--- src/rtl/utf8s_pkg.sv ---
package utf8s_pkg;

  localparam logic [7:0] FFFD_B0 = 8'hEF;
  localparam logic [7:0] FFFD_B1 = 8'hBF;
  localparam logic [7:0] FFFD_B2 = 8'hBD;

  localparam logic [1:0] CONT_TAG = 2'h2;
  localparam logic [2:0] LEAD2_TAG = 3'h6;
  localparam logic [3:0] LEAD3_TAG = 4'hE;
  localparam logic [4:0] LEAD4_TAG = 5'h1E;

  // output plan of one request: pre fffd, raw bytes, post fffd
  typedef struct packed {
    logic            str_end;
    logic [3:0]      total;
    logic [1:0]      pre;
    logic [1:0]      post;
    logic [2:0]      raw_n;
    logic [3:0][7:0] raw;
  } plan_t;

  function automatic logic [7:0] fffd_byte(input logic [1:0] ph);
    logic [7:0] b;
    case (ph)
      2'd0: b = FFFD_B0;
      2'd1: b = FFFD_B1;
      default: b = FFFD_B2;
    endcase
    return b;
  endfunction

endpackage

--- src/rtl/utf8s_decode.sv ---
module utf8s_decode import utf8s_pkg::*; (
  input  logic       clk,
  input  logic       rst_n,
  input  logic       accept,
  input  logic [7:0] in_byte,
  input  logic       in_end,
  output plan_t      plan
);

  logic [7:0]      lead_r, lead_nxt;
  logic [1:0][7:0] cont_r, cont_nxt;
  logic [1:0]      held_r, held_nxt;
  logic [2:0]      len_r, len_nxt;

  logic pending, is_cont, complete;
  logic f_ascii, f_l2, f_l3, f_l4;

  always_comb begin
    pending  = (len_r != 3'd0);
    is_cont  = (in_byte[7:6] == CONT_TAG);
    complete = (({1'b0, held_r} + 3'd2) >= len_r);
    f_ascii  = ~in_byte[7];
    f_l2     = (in_byte[7:5] == LEAD2_TAG);
    f_l3     = (in_byte[7:4] == LEAD3_TAG);
    f_l4     = (in_byte[7:3] == LEAD4_TAG);

    lead_nxt = lead_r;
    cont_nxt = cont_r;
    held_nxt = held_r;
    len_nxt  = len_r;

    plan.str_end = in_end;
    plan.pre     = 2'd0;
    plan.post    = 2'd0;
    plan.raw_n   = 3'd0;
    plan.raw     = '0;

    if (pending && is_cont) begin
      if (complete) begin
        plan.raw_n  = {1'b0, held_r} + 3'd2;
        plan.raw[0] = lead_r;
        plan.raw[1] = (held_r != 2'd0) ? cont_r[0] : in_byte;
        plan.raw[2] = (held_r == 2'd2) ? cont_r[1] : in_byte;
        plan.raw[3] = in_byte;
        len_nxt     = 3'd0;
        held_nxt    = 2'd0;
      end else begin
        cont_nxt[held_r[0]] = in_byte;
        held_nxt            = held_r + 2'd1;
      end
    end else begin
      if (pending) begin
        plan.pre = held_r + 2'd1;
      end
      len_nxt  = 3'd0;
      held_nxt = 2'd0;
      if (f_ascii) begin
        plan.raw_n  = 3'd1;
        plan.raw[0] = in_byte;
      end else if (f_l2) begin
        lead_nxt = in_byte;
        len_nxt  = 3'd2;
      end else if (f_l3) begin
        lead_nxt = in_byte;
        len_nxt  = 3'd3;
      end else if (f_l4) begin
        lead_nxt = in_byte;
        len_nxt  = 3'd4;
      end else begin
        plan.post = 2'd1;
      end
    end

    // end of string flushes whatever is still pending
    if (in_end && (len_nxt != 3'd0)) begin
      plan.post = held_nxt + 2'd1;
      len_nxt   = 3'd0;
      held_nxt  = 2'd0;
    end

    plan.total = ({2'b0, plan.pre} << 1) + {2'b0, plan.pre} + {1'b0, plan.raw_n}
               + ({2'b0, plan.post} << 1) + {2'b0, plan.post};
  end

  always_ff @(posedge clk) begin
    if (!rst_n) begin
      lead_r <= 8'd0;
      held_r <= 2'd0;
      len_r  <= 3'd0;
    end else if (accept) begin
      lead_r <= lead_nxt;
      held_r <= held_nxt;
      len_r  <= len_nxt;
    end
  end

  always_ff @(posedge clk) begin
    if (accept) begin
      cont_r <= cont_nxt;
    end
  end

endmodule

--- src/rtl/utf8s_emit.sv ---
module utf8s_emit import utf8s_pkg::*; (
  input  logic       clk,
  input  logic       rst_n,
  input  logic       load,
  input  plan_t      plan,
  output logic       in_ready,
  output logic       out_valid,
  input  logic       out_ready,
  output logic [7:0] out_byte,
  output logic       out_last,
  output logic       out_end,
  output logic       out_rep
);

  logic [1:0]      pre_r, pre_nxt;
  logic [1:0]      post_r, post_nxt;
  logic [2:0]      rawn_r, rawn_nxt;
  logic [3:0][7:0] raw_r;
  logic [1:0]      idx_r, idx_nxt;
  logic [1:0]      ph_r, ph_nxt;
  logic [3:0]      rem_r, rem_nxt;
  logic            end_r;

  logic       busy, slot, step;
  logic [7:0] cur_byte;
  logic       cur_rep;

  logic       ovalid_r;
  logic [7:0] obyte_r;
  logic       olast_r, oend_r, orep_r;

  always_comb begin
    busy     = (rem_r != 4'd0);
    slot     = ~ovalid_r | out_ready;
    step     = busy & slot;
    in_ready = ~busy | (slot & (rem_r == 4'd1));

    pre_nxt  = pre_r;
    post_nxt = post_r;
    rawn_nxt = rawn_r;
    idx_nxt  = idx_r;
    ph_nxt   = ph_r;
    rem_nxt  = rem_r;

    if (pre_r != 2'd0) begin
      cur_byte = fffd_byte(ph_r);
      cur_rep  = 1'b1;
      if (ph_r == 2'd2) begin
        ph_nxt  = 2'd0;
        pre_nxt = pre_r - 2'd1;
      end else begin
        ph_nxt = ph_r + 2'd1;
      end
    end else if (rawn_r != 3'd0) begin
      cur_byte = raw_r[idx_r];
      cur_rep  = 1'b0;
      rawn_nxt = rawn_r - 3'd1;
      idx_nxt  = idx_r + 2'd1;
    end else begin
      cur_byte = fffd_byte(ph_r);
      cur_rep  = 1'b1;
      if (ph_r == 2'd2) begin
        ph_nxt   = 2'd0;
        post_nxt = post_r - 2'd1;
      end else begin
        ph_nxt = ph_r + 2'd1;
      end
    end
    rem_nxt = rem_r - 4'd1;
  end

  always_ff @(posedge clk) begin
    if (!rst_n) begin
      rem_r    <= 4'd0;
      ovalid_r <= 1'b0;
    end else begin
      if (load) begin
        rem_r <= plan.total;
      end else if (step) begin
        rem_r <= rem_nxt;
      end
      if (slot) begin
        ovalid_r <= busy;
      end
    end
  end

  always_ff @(posedge clk) begin
    if (load) begin
      pre_r  <= plan.pre;
      post_r <= plan.post;
      rawn_r <= plan.raw_n;
      raw_r  <= plan.raw;
      idx_r  <= 2'd0;
      ph_r   <= 2'd0;
      end_r  <= plan.str_end;
    end else if (step) begin
      pre_r  <= pre_nxt;
      post_r <= post_nxt;
      rawn_r <= rawn_nxt;
      idx_r  <= idx_nxt;
      ph_r   <= ph_nxt;
    end
    if (step) begin
      obyte_r <= cur_byte;
      olast_r <= (rem_r == 4'd1);
      oend_r  <= (rem_r == 4'd1) & end_r;
      orep_r  <= cur_rep;
    end
  end

  assign out_valid = ovalid_r;
  assign out_byte  = obyte_r;
  assign out_last  = olast_r;
  assign out_end   = oend_r;
  assign out_rep   = orep_r;

endmodule

--- src/rtl/utf8_sanitizer.sv ---
// the first output byte of a request is loaded into the emitter plan registers
// when the request is accepted, then registered in the output register
// throughput: one request per cycle while each request gives at most one output
// byte and out_tready holds no byte back; a request with more output bytes
// holds off the next one until its last byte is sent, set by the single output byte port
// reset: synchronous active-low rst_n clears pending sequence and output valid
module utf8_sanitizer import utf8s_pkg::*; (
  input  logic       clk,
  input  logic       rst_n,
  input  logic       in_tvalid,
  output logic       in_tready,
  input  logic [7:0] in_tdata,   // [7:0] in_byte
  input  logic       in_tlast,   // end of string
  output logic       out_tvalid,
  input  logic       out_tready,
  output logic [7:0] out_tdata,  // [7:0] out_byte
  output logic [1:0] out_tuser,  // [0] run_last, [1] replaced
  output logic       out_tlast   // string_end
);

  plan_t plan;
  logic  accept;
  logic  run_last, replaced;

  assign accept = in_tvalid & in_tready;

  utf8s_decode u_decode (
    .clk     (clk),
    .rst_n   (rst_n),
    .accept  (accept),
    .in_byte (in_tdata),
    .in_end  (in_tlast),
    .plan    (plan)
  );

  utf8s_emit u_emit (
    .clk       (clk),
    .rst_n     (rst_n),
    .load      (accept & (plan.total != 4'd0)),
    .plan      (plan),
    .in_ready  (in_tready),
    .out_valid (out_tvalid),
    .out_ready (out_tready),
    .out_byte  (out_tdata),
    .out_last  (run_last),
    .out_end   (out_tlast),
    .out_rep   (replaced)
  );

  assign out_tuser = {replaced, run_last};

endmodule
--- config.mk ---
export PLATFORM = sky130hd
export DESIGN_NAME = utf8_sanitizer
export DESIGN_NICKNAME = d
export VERILOG_FILES = /design/src/rtl/utf8s_pkg.sv /design/src/rtl/utf8s_decode.sv /design/src/rtl/utf8s_emit.sv /design/src/rtl/utf8_sanitizer.sv
export SDC_FILE = /design/constraint.sdc
export NUM_CORES = 1
export LEC_CHECK = 0
export BUFFER_PORTS_ARGS = -buffer_cell sky130_fd_sc_hd__buf_2
export CAP_MARGIN = 10
export CORE_ASPECT_RATIO = 1.25
export CORE_MARGIN = 5
export CORE_UTILIZATION = 48
export CTS_CLUSTER_DIAMETER = 50
export DETAILED_ROUTE_END_ITERATION = 8
export PLACE_DENSITY = 0.66
export SLEW_MARGIN = 10
export SYNTH_ARGS = -nofsm -noshare
export SYNTH_HDL_FRONTEND = slang
export SYNTH_HIERARCHICAL = 1
export SYNTH_SLANG_ARGS = --single-unit
export TNS_END_PERCENT = 30
--- constraint.sdc ---
create_clock -name clk -period 5.3 [get_ports clk]
set_clock_uncertainty 0.2 [all_clocks]
set_input_delay 0.795 -clock clk [delete_from_list [all_inputs] [get_ports clk]]
set_output_delay 0.795 -clock clk [all_outputs]
set_load 0.01 [all_outputs]
# Yosys cells after proc, flatten, opt, wreduce, memory -nomap -nowiden
# Index checks and enable logic that the tools add are counted.
[word_totals]
regBits = 87
out_inout_bits = 13
elab_cells = 130
input_bits = 13
[classes]
reduce_logical = 23
eq_ne = 10
n_bitwise = 12
muxes = 49
order_cmp = 4
n_addsub = 12
[op_table]
columns = ["operator", "n"]
rows = [
  ["8-bit 2-to-1 mux", 10],
  ["3-bit 2-to-1 mux", 12],
  ["35-bit 2-to-1 mux", 1],
  ["2-bit 2-to-1 mux", 15],
  ["8-bit binary-select mux with 2-bit select", 1],
  ["16-bit bitwise mux", 1],
  ["7-bit one-hot mux with 2 select lines", 1],
  ["4-bit 2-to-1 mux", 3],
  ["3-bit AND reduction", 4],
  ["2-bit nonzero test", 6],
  ["3-bit nonzero test", 4],
  ["2-bit by 1-bit adder with 2-bit output (second input constant)", 4],
  ["4-bit by 3-bit adder with 4-bit output", 2],
  ["8-bit demux with 1-bit select", 1],
  ["4-bit nonzero test", 2],
  ["7-bit 2-to-1 mux", 1],
  ["2-bit == test (second input constant)", 3],
  ["1-bit AND", 5],
  ["5-bit == test (second input constant)", 1],
  ["1-bit NOT", 5],
  ["3-bit by 2-bit adder with 4-bit output", 1],
  ["4-bit by 2-bit adder with 4-bit output", 1],
  ["4-bit by 1-bit == test with 1-bit output (second input constant)", 1],
  ["4-bit == test (second input constant)", 1],
  ["other kinds (17)", 24],
]

# Longest topological paths before layout
# Gate-level depths: netlist (run 1).
[logic_depth]
depth_word = 15
ltp_mapped = 21
ltp_nobuf = 18

# Modules after synthesis
# The synthesis (run 1) kept the hierarchy.
[modules_own_cells]
columns = ["module", "area_each_um2", "cells_each", "n_inst"]
rows = [
  ["utf8s_emit", 2387.3, 154, 1],
  ["utf8s_decode", 1886.8, 187, 1],
  ["utf8_sanitizer", 32.5, 4, 1],
]

# Worst setup path after synthesis (run 1)
# Ideal clock, no wire load.
[synth_timing]
path_type = "flip-flop to flip-flop"
from = "register u_decode.held_r[0]"
to = "register u_emit.pre_r[0], data pin"
slack_ps = -310
n_path_buf = 4
setup_ps = 267
stages_incl_launch_ff = 21
period_less_slack_ps = 5610
arrival_time_ps = 5144
required_time_ps = 4833
path_cell_list = "dfxtp_1 > inv_1 > ha_1 > nor2b_1 > o21a_1 > nand2b_2 > buf_6 > buf_6 > nor2_1 > fa_1 > inv_1 > fa_1 > inv_1 > ha_1 > a21o_1 > a21oi_1 > xnor2_1 > o41a_1 > clkbuf_1 > clkbuf_1 > o21ai_0"
[synth_lines]
columns = ["item", "line_no", "text"]
rows = [
  ["start, declared", "utf8s_decode.sv:12", "logic [1:0] held_r, held_nxt;"],
  ["start signal, assigned", "utf8s_decode.sv:92", "held_r <= held_nxt;"],
  ["end signal, assigned", "utf8s_emit.sv:90", "pre_r <= plan.pre;"],
  ["end signal, assigned", "utf8s_emit.sv:98", "pre_r <= pre_nxt;"],
  ["end, declared", "utf8s_emit.sv:15", "logic [1:0] pre_r, pre_nxt;"],
]

==> results.md, run 1 <==
* Fin crit period at between 5 and 6 ns
* CP Class: reg2reg
* Worst-margin pin slew at between 0.7 and 0.8 ns
* Max Slew Vio Count at 0
* Hold slack final at roughly 0.28 ns
* Clock buffer depth at 2
* Max FO, Critical Path at 23
* CP max stage delay at just under 0.7 ns
* CTS tree: yes
* HP Start: u_decode/lead_r[6]$_SDFFE_PN0P_
* Multi-input logic area at between 1500 and 2000 sq um
* Crit-path cells: inv_1 -> ha_1 -> nor2b_1 -> o21a_1 -> nand2b_2 -> nor2_1 -> fa_1 -> inv_1 -> fa_1 -> inv_1 -> ha_1 -> a21o_1 -> a21oi_1 -> xnor2_1 -> o41a_2 -> inv_1 -> nand2_1
* Fill cell count at 808
* DR vias at between 2000 and 3000
* Die height at 115.9 microns
* Lkg Pwr at 1.793 nW
* Post-layout instance area at roughly 4700 sq um
* Final cycle utilization of the critical path at 0.9440
* Logic gate share of total power at 0.277
* GR Layer Usage met1 at 0.1880
* Total power at roughly 2.1 mW
* Core Region at 8748 sq um
* H-tree depth at 3
* Fraction of registers with async set/reset at 0
* Post-CTS setup buffers at 0
* Routed Antenna Nets at 0
* DRC viols at 0
* Hold endpoint: u_decode/lead_r[6]$_SDFFE_PN0P_
* Worst path bufs/invs at 4
* Synth Flop Type: edfxtp_1
* Ys Warns at 6
* Yosys cell types at 54
* # diodes at 0
* Skew-Pair Late Insertion Delay at between 0.3 and 0.4 ns
* Nets at 404
* Maximum VDD drop at ~0.17 mV
* Die span in x at around 95 microns
* DR WL/cell at 14.52 microns
* CTS sink count at 87
* Via count of the first global-routing pass at ~2600
* Worst Path Arrival at between 4 and 5 ns
* Routed wire length at just over 7000 microns
* Sw Pwr at 0.6287 mW
* Max Cap Viol at 0
* DP HPWL at roughly 5400 microns
* Pwr dens at around 440 nW/um^2
* Max-slew headroom at 0.4965
* Count leader, synth: edfxtp_1
* Most used routing layer in global routing: met2
* Commonest cells in the synthesized netlist: edfxtp_1 (65), nor2_1 (31), inv_1 (25), mux2i_1 (25), dfxtp_1 (22)
* Inserted Clock Buffers at 9
* Fmax at between 150 and 200 MHz
* IO buf count at 25
* Top cells by area, synth: edfxtp_1 (45%), dfxtp_1 (10%), mux2i_1 (5.8%)
* Initial core utilization at 0.4923
* Grt total ovfl at 0
* Syn Nets at between 300 and 400
* Area delta synth->final at 9.965%
* Synth top area share at 0.4532
* GPL Wtd Cong at 0.7217
* FF-to-FF Start: u_decode/held_r[0]$_SDFFE_PN0P_
* Sw Ratio at 0.3035
* Status: finished, final reports clean
* Sequential share of the synthesized area at 0.5555
* Ports at 26
* Drt pass-1 iters at 4
* Worst Slack Setup Final at approximately 0.3 ns
* Cell-internal power at roughly 1.4 mW
* Post-route non-filler standard cell count at about 500
* Crit path max-delay family: adder cells
* Met3 Track Usage GR at 0.03701
* FP Rows at 38
* Clk network pwr share at 0.232
* Unrepaired setup endpoints after global routing: no
* R2r endpoint: u_emit/rawn_r[2]$_DFFE_PP_
* Post-layout util at 0.5413
* Layout cells sized above 1 at 0.1791
* First-pass GRT wire length at ~12000 microns
* Finish-stage setup viols at 0
* Syn Std Cell Area at about 4300 sq um
* Most common cell type on the critical path: inv_1
* Placed Instance Area at approximately 4500 sq um
* Detailed Route Iter0 Violations at between 100 and 150
* Flop pwr share at 0.490
* Largest area contributor in the synthesized netlist: edfxtp_1
* Synth Area per Inst at around 12 sq um
* Post-synth EDFFs at 65
* Slowest cell on crit path: o41a_2
* TNS Setup at 0 ns
* Initial antenna violation count at 0
* CP endpoint kind: flip-flop
* Worst EP required at 5.19 ns
* Met2 Use GR at 0.2342
* GRT Total Usage at 0.1461
* Fin. Hold Viols at 0
* Depth of the worst hold-timing path at 1
* Avg Vias per Cell at approximately 5.1
* Pre-CTS WS at roughly 0.28 ns
* Clock root cell: clkbuf_8
* Largest net degree at the start of global routing at 24
* Worst Setup Start Kind: flip-flop
* Register area at ~2400 sq um
* FF+latch count, synth at 87
* Hold WC Path Type: reg2reg
* Flop2flop setup slack at approximately 0.3 ns
* Die area at about 11000 sq um
* Cells after DPL at 478
* R2R depth at 17
* Reg clk slew, reported paths at roughly 0.090 ns
* Synth Instances at around 350
-- cell families after synthesis --
logic type	synth area share
adder cells (fa/ha/maj)	0.07263
other	0.0008708
multiplexers	0.1043
XOR/XNOR	0.01424
flip-flops	0.5555
AND/OR/NAND/NOR	0.1223
AO/OA/AOI/OAI	0.07873
buffers and inverters	0.05142
-- final cells by class --
class                   count  area share
clock inverters             5     0.01374
multi-input cells         212      0.3585
repair buffers             32     0.03752
flip-flops and latches     87      0.5052
inverters                  27     0.02140
well taps                 120     0.03170
clock buffers              11     0.03197
-- flip-flops by register name, summed over array words and instances, names as in the netlist --
signal / count
u_emit/pre_r: 2
u_emit/out_byte: 8
u_emit/rem_r: 4
u_emit/out_last: 1
u_decode/len_r: 3
u_emit/idx_r: 2
u_decode/cont_r: 16
u_emit/ph_r: 2
u_emit/out_rep: 1
u_decode/lead_r: 8
u_emit/raw_r: 32
u_emit/end_r: 1
u_emit/out_end: 1
u_emit/rawn_r: 3
u_emit/out_valid: 1
u_decode/held_r: 2
-- worst register-to-register path, delay by kind of cell, from the launching register on --
| family | cells | cell delay (ns) |
|---|---|---|
| compound gates | 4 | 1.26 |
| xor+xnor | 1 | 0.11 |
| fa+ha+maj | 4 | 1.71 |
| buf+inv | 4 | 0.49 |
| flops | 1 | 0.43 |
| simple gates | 4 | 0.53 |
-- layout by cell type (no fill, tap or decap), types with 5 or more instances in the layout --
| cell type | netlist | final |
|---|---|---|
| a21oi_1 | 12 | 12 |
| a22o_1 | 7 | 7 |
| and2_1 | 9 | 9 |
| buf_2 | 3 | 25 |
| buf_4 | 4 | 7 |
| clkbuf_8 | 0 | 11 |
| dfxtp_1 | 22 | 22 |
| edfxtp_1 | 65 | 65 |
| fa_1 | 5 | 5 |
| ha_1 | 17 | 17 |
| inv_1 | 25 | 25 |
| mux2i_1 | 25 | 25 |
| mux4_2 | 6 | 6 |
| nand2_1 | 14 | 14 |
| nand3_1 | 5 | 5 |
| nor2_1 | 31 | 31 |
| nor2b_1 | 11 | 11 |
| o21a_1 | 6 | 6 |
| o21ai_0 | 9 | 9 |
| or2_1 | 5 | 5 |
| xnor2_1 | 7 | 7 |
-- metal layers --
| metal | vias up | share of wire |
|---|---|---|
| li1 | 1271 | - |
| met1 | 1206 | 0.47 |
| met2 | 50 | 0.47 |
| met3 | 13 | 0.036 |
| met4 | 0 | 0.022 |
| met5 | - | 0 |
-- power by group through the flow --
stage	Combinational, mW	Clock [mW]	Sequential (mW)
floorplan	0.452	0	1.02
global placement	0.568	0	1.03
detailed placement	0.580	0	1.03
CTS	0.583	0.495	1.02
global route	0.654	0.526	1.03
finish	0.574	0.481	1.02
-- timing repair --
item | 4_1_cts | 5_1_grt
endpoints found under the setup margin | 0 | 3
resized for setup | 0 | 1
hold buffers | 0 | 0
-- how the worst max path moves through the flow --
stage | from | to | depth (start not counted)
global route | u_decode/held_r[1]$_SDFFE_PN0P_ | u_emit/rawn_r[1]$_DFFE_PP_ | 17
detailed placement | in_tdata[7] | u_emit/rawn_r[1]$_DFFE_PP_ | 16
global placement | in_tdata[7] | u_emit/rawn_r[2]$_DFFE_PP_ | 16
finish | u_decode/held_r[0]$_SDFFE_PN0P_ | u_emit/rawn_r[2]$_DFFE_PP_ | 17
floorplan | u_decode/held_r[0]$_SDFFE_PN0P_ | u_emit/rawn_r[0]$_DFFE_PP_ | 21
CTS | u_decode/held_r[0]$_SDFFE_PN0P_ | u_emit/rawn_r[2]$_DFFE_PP_ | 17
Note: power is estimated with default switching activity, not from simulation.
==> run 2: changes to the inputs <==
Settings changed: ABC_CLOCK_PERIOD_IN_PS set to 6100, PLACE_DENSITY 0.66 to 0.63, SLEW_MARGIN 10 to 0.
Clock period 5.3 ns to 6.1 ns, I/O delays scaled along.
==> run 2 against run 1 <==
Final area is 1.1% lower; largest power group unchanged; routed wire length grew 2.5%; sequential power shrank 13%; critical path type unchanged.
==> results.md, run 2 (synthesis results as in run 1) <==
* Multi-input logic area at 1694 sq um (-0.22%)
* DRC viols at 0 (unchanged)
* CTS tree: yes
* GRT Total Usage at 0.1479 (+0.001868)
* Post-layout util at 0.5352 (-0.006150)
* Max Slew Vio Count at 0 (unchanged)
* Max FFs per register at 32 (unchanged)
* Fin. Hold Viols at 0 (unchanged)
* Placed Instance Area at 4478 sq um (-0.83%)
* Routed Antenna Nets at 0 (unchanged)
* Pwr dens at 382.1 nW/um^2 (-13%)
* Hold WC Path Type: reg2reg
* Max Cap Viol at 0 (unchanged)
* Lkg Pwr at 1.756 nW (-2.1%)
* Unrepaired setup endpoints after global routing: no
* Drt pass-1 iters at 4 (unchanged)
* Skew-Pair Late Insertion Delay at 0.36 ns (about the same)
* PostCTS Resize Cnt at 0 (unchanged)
* Worst-margin pin slew at 0.6931 ns (-0.05929 ns)
* Inserted Clock Buffers at 9 (unchanged)
* Worst EP required at 6.00 ns (+0.81 ns)
* Avg Vias per Cell at 5.104 (-0.73%)
* H-tree depth at 3 (unchanged)
* DP HPWL at 5545 microns (+2.3%)
* Clock root cell: clkbuf_8
* IO buf count at 25 (unchanged)
* Ports at 26 (unchanged)
* DR vias at 2496 (-1.7%)
* # diodes at 0 (unchanged)
* Worst Path Arrival at 5.25 ns (+0.36 ns)
* Final cycle utilization of the critical path at 0.8766 (-0.06745)
* Die height at 115.9 microns (unchanged)
* Post-route non-filler standard cell count at 489 (-1.0%)
* Hold buffers post-CTS at 0 (unchanged)
* Max-slew headroom at 0.5362 (+0.03967)
* Top reg by flops: u_emit/raw_r
* CP endpoint kind: flip-flop
* Layout cells sized above 1 at 0.1653 (-0.01383)
* Maximum VDD drop at 0.1323 mV (-23%)
* Most common cell after layout, fill and taps aside: edfxtp_1
* Clock buffer depth at 2 (unchanged)
* Cells after DPL at 473 (-1.0%)
* CP Class: reg2reg
* Hold slack final at 0.2663 ns (-0.01308 ns)
* Initial core utilization at 0.4923 (unchanged)
* Largest regs: u_emit/raw_r x32, u_decode/cont_r x16
* Via count of the first global-routing pass at 2514 (-2.3%)
* Finish-stage setup viols at 0 (unchanged)
* Fill cell count at 775 (-4.1%)
* Routed wire length at 7352 microns (+2.5%)
* FP Rows at 38 (unchanged)
* Detailed Route Iter0 Violations at 102 (-19%)
* Fin crit period at 5.347 ns (+0.3437 ns)
* Core Region at 8748 sq um (unchanged)
* Max FO, Critical Path at 33 (+43%)
* Die span in x at 94.72 microns (unchanged)
* Largest net degree at the start of global routing at 34 (+42%)
* Nets at 399 (-1.2%)
* Post-layout instance area at 4682 sq um (-1.1%)
* Initial antenna violation count at 0 (unchanged)
* Status: finished, final reports clean
* Reg clk slew, reported paths at 0.09 ns (about the same)
* Post-CTS setup buffers at 0 (unchanged)
* Area delta synth->final at 8.716%
* First-pass GRT wire length at 12270 microns (about the same)
* DR WL/cell at 15.03 microns (+3.5%)
* TNS Setup at 0 ns (unchanged)
* Die area at 10980 sq um (unchanged)
* CTS sink count at 87 (unchanged)
* Most frequent cells in the layout: edfxtp_1 (65), nor2_1 (31), buf_2 (25), inv_1 (25), mux2i_1 (25)
* GPL Wtd Cong at 0.7770 (+7.7%)
* Worst Setup Start Kind: flip-flop
* Grt total ovfl at 0 (unchanged)
* Fmax at 187.0 MHz (-6.4%)
* Register area at 2392 sq um (unchanged)
run 2: where the power goes:
part	internal, mW	total, mW	leakage (nW)	switching (mW)
Combinational	0.217	0.495	0.871	0.278
Sequential	0.817	0.885	0.783	0.0674
Clock	0.194	0.409	0.102	0.215
run 2: layout make-up:
cell class | count | area share
sequential | 87 | 0.5110
multi-input combinational | 212 | 0.3618
tap | 120 | 0.03207
timing repair buffer | 27 | 0.02993
clock buffer | 9 | 0.02646
inverter | 27 | 0.02165
clock inverter | 7 | 0.01710
run 2: through the flow:
stage	worst slack, ns	total power [mW]
floorplan	0.4898	1.277
finish	0.7530	1.789
global placement	0.8505	1.384
global route	0.3808	1.905
CTS	0.7274	1.810
detailed placement	0.6869	1.402
run 2: worst paths after layout:
kind              cells after the start  slack, ns                       startpoint                         endpoint
setup / recovery                     18       0.75  u_decode/held_r[0]$_SDFFE_PN0P_       u_emit/rawn_r[2]$_DFFE_PP_
hold / removal                        1       0.27  u_decode/lead_r[7]$_SDFFE_PN0P_  u_decode/lead_r[7]$_SDFFE_PN0P_
setup reg to reg                     18       0.75  u_decode/held_r[0]$_SDFFE_PN0P_       u_emit/rawn_r[2]$_DFFE_PP_
hold reg to reg                       1       0.27  u_decode/lead_r[7]$_SDFFE_PN0P_  u_decode/lead_r[7]$_SDFFE_PN0P_
run 2: routing by layer:
metal,routed length [microns],vias to the layer above,global-route usage
met2,3644,35,0.2404
met4,68,0,0.06545
met3,233,4,0.03377
li1,-,1262,-
met1,3406,1195,0.1891
met5,0,-,0
run 2: worst max-delay path, cell delays in order, from the launching register on:
cell and delay (ns):
dfxtp_1 0.43, inv_1 0.16, ha_1 0.32, nor2b_1 0.15, o21a_1 0.24, nand2b_2 0.16
buf_4 0.21, nor2_1 0.10, fa_1 0.55, inv_1 0.05, fa_1 0.55, inv_1 0.05
ha_1 0.28, a21o_1 0.17, a21oi_1 0.17, xnor2_1 0.12, o41a_2 0.76, inv_1 0.26
nand2_1 0.14
==> run 3: changes to the inputs <==
Settings changed: CORE_ASPECT_RATIO 1.25 to unset.
==> run 3 against run 2 <==
Die area decreased by 0.11%; final cell count decreased by 2.7%; count of clock-buffer cells in the layout unchanged.
==> results.md, run 3 (synthesis results as in run 1) <==
* Die span in x at 104.7 microns (+11%)
* Via count of the first global-routing pass at 2380 (-5.3%)
* DP HPWL at 5386 microns (-2.9%)
* CTS sink count at 87 (unchanged)
* Avg Vias per Cell at 5.170 (+1.3%)
* Crit-path cells: inv_1 -> ha_1 -> nor2b_1 -> o21a_1 -> nand2b_2 -> nor2_1 -> fa_1 -> inv_1 -> fa_1 -> inv_1 -> ha_1 -> a21o_1 -> a21oi_1 -> xnor2_1 -> o41a_2 -> buf_4 -> nand2_1 -> o21ai_0
* Final cycle utilization of the critical path at 0.8813 (+0.004785)
* R2r endpoint: u_emit/rawn_r[2]$_DFFE_PP_
* Worst Setup Start Kind: flip-flop
* Unrepaired setup endpoints after global routing: no
* TNS Setup at 0 ns (unchanged)
* CTS tree: yes
* Routed Antenna Nets at 0 (unchanged)
* Hold endpoint: u_decode/lead_r[7]$_SDFFE_PN0P_
* Die height at 104.7 microns (-9.6%)
* Worst-margin pin slew at 0.7217 ns (+0.02859 ns)
* FP Rows at 34 (-11%)
* Max Cap Viol at 0 (unchanged)
* Clock buffer depth at 2 (unchanged)
* Drt pass-1 iters at 4 (unchanged)
* H-tree depth at 3 (unchanged)
* Hold WC Path Type: reg2reg
* Maximum VDD drop at 0.1242 mV (-6.1%)
* Flop2flop setup slack at 0.72 ns (-0.03 ns)
* Ports at 26 (unchanged)
* Status: finished, final reports clean
* # diodes at 0 (unchanged)
* Initial core utilization at 0.4938 (+0.001554)
* GPL Wtd Cong at 0.7874 (+1.3%)
* Largest regs: u_emit/raw_r x32, u_decode/cont_r x16
* Layout cells sized above 1 at 0.1630 (-0.002268)
* Inserted Clock Buffers at 9 (unchanged)
* Die area at 10970 sq um (-0.11%)
* Worst Path Arrival at 5.26 ns (about the same)
* Top reg by flops: u_emit/raw_r
* First-pass GRT wire length at 11870 microns (-3.3%)
* Core Region at 8721 sq um (-0.31%)
* Finish-stage setup viols at 0 (unchanged)
* Hold buffers post-CTS at 0 (unchanged)
* Area delta synth->final at 8.019%
* R2R depth at 18 (unchanged)
* Max FFs per register at 32 (unchanged)
* Fill cell count at 760 (-1.9%)
* FF-to-FF Start: u_decode/held_r[0]$_SDFFE_PN0P_
* Fin crit period at 5.376 ns (+0.02919 ns)
* Grt total ovfl at 0 (unchanged)
* Fin. Hold Viols at 0 (unchanged)
* CP endpoint kind: flip-flop
* DRC viols at 0 (unchanged)
* Initial antenna violation count at 0 (unchanged)
* Detailed Route Iter0 Violations at 123 (+21%)
* Pwr dens at 379.3 nW/um^2 (-0.73%)
* DR vias at 2461 (-1.4%)
* Most frequent cells in the layout: edfxtp_1 (65), nor2_1 (31), buf_2 (25), inv_1 (25), mux2i_1 (25)
* Largest net degree at the start of global routing at 38 (+12%)
* PostCTS Resize Cnt at 0 (unchanged)
* Most common cell type on the critical path: inv_1
* Post-CTS setup buffers at 0 (unchanged)
* Max Slew Vio Count at 0 (unchanged)
* Max-slew headroom at 0.5152 (-0.02105)
* Depth of the worst hold-timing path at 1 (unchanged)
* GRT Total Usage at 0.1331 (-0.01483)
* IO buf count at 25 (unchanged)
* DR WL/cell at 15.14 microns (+0.68%)
* Max FO, Critical Path at 37 (+12%)
* Worst EP required at 5.98 ns (-0.02 ns)
* Slowest cell on crit path: o41a_2
* Total power at 1.764 mW (-1.4%)
* Fmax at 186.0 MHz (-0.54%)
* Nets at 398 (-0.25%)
* Routed wire length at 7205 microns (-2.0%)
* Clock root cell: clkbuf_8
* Most common cell after layout, fill and taps aside: edfxtp_1
* CP max stage delay at 0.64 ns (-0.12 ns)
* CP Class: reg2reg
* Lkg Pwr at 1.747 nW (-0.50%)
* Reg clk slew, reported paths at 0.10 ns (about the same)
* HP Start: u_decode/lead_r[7]$_SDFFE_PN0P_
* Skew-Pair Late Insertion Delay at 0.35 ns (about the same)
run 3: layout make-up:
| class | instances | area, sq um | area share |
|---|---|---|---|
| repair buffers | 26 | 132.6 | 0.02851 |
| multi-input cells | 212 | 1694 | 0.3642 |
| clock buffers | 9 | 123.9 | 0.02663 |
| well taps | 108 | 135.1 | 0.02905 |
| inverters | 27 | 101.3 | 0.02179 |
| clock inverters | 7 | 72.57 | 0.01560 |
| flip-flops and latches | 87 | 2392 | 0.5143 |
run 3: power by group:
part,leakage [nW],total (mW),switching (mW),internal [mW]
Sequential,0.783,0.885,0.0673,0.817
Combinational,0.867,0.495,0.278,0.216
Clock,0.0970,0.385,0.224,0.161
run 3: how the worst max path moves through the flow:
stage	startpoint	depth (start not counted)	slack (ns)	end
2_1_floorplan	u_decode/held_r[0]$_SDFFE_PN0P_	20	0.49	u_emit/pre_r[0]$_DFFE_PP_
3_3_place_gp	in_tdata[7]	17	0.66	u_emit/rawn_r[0]$_DFFE_PP_
3_5_place_dp	in_tdata[7]	17	0.51	u_emit/rawn_r[2]$_DFFE_PP_
4_1_cts	u_decode/held_r[0]$_SDFFE_PN0P_	18	0.71	u_emit/rawn_r[2]$_DFFE_PP_
5_1_grt	u_decode/held_r[0]$_SDFFE_PN0P_	18	0.40	u_emit/rawn_r[1]$_DFFE_PP_
6_report	u_decode/held_r[0]$_SDFFE_PN0P_	18	0.72	u_emit/rawn_r[2]$_DFFE_PP_
run 3: critical path: cells and delay by family, from the launching register on:
kind | cells | cell delay, ns
xor+xnor | 1 | 0.11
buf+inv | 4 | 0.59
compound gates | 5 | 1.29
flops | 1 | 0.43
fa+ha+maj | 4 | 1.70
simple gates | 4 | 0.78
run 3: per-layer routing:
metal,vias to the layer above,track usage,share of wire
li1,1258,-,-
met3,2,0.02466,0.037
met4,0,0.04384,0.0040
met1,1160,0.2025,0.52
met2,41,0.1920,0.44
met5,-,0,0
run 3: metrics by stage:
stage / instances / hold slack (ns) / setup WS [ns] / util / area (sq um)
floorplan: 345 / 0.2325 / 0.4898 / - / 4307
global placement: 460 / 0.2406 / 0.6577 / 0.5109 / 4456
detailed placement: 460 / 0.2476 / 0.5132 / 0.5109 / 4456
CTS: 476 / 0.2710 / 0.7097 / 0.5334 / 4652
global route: 476 / 0.3003 / 0.3960 / 0.5334 / 4652
finish: 476 / 0.2723 / 0.7239 / 0.5334 / 4652
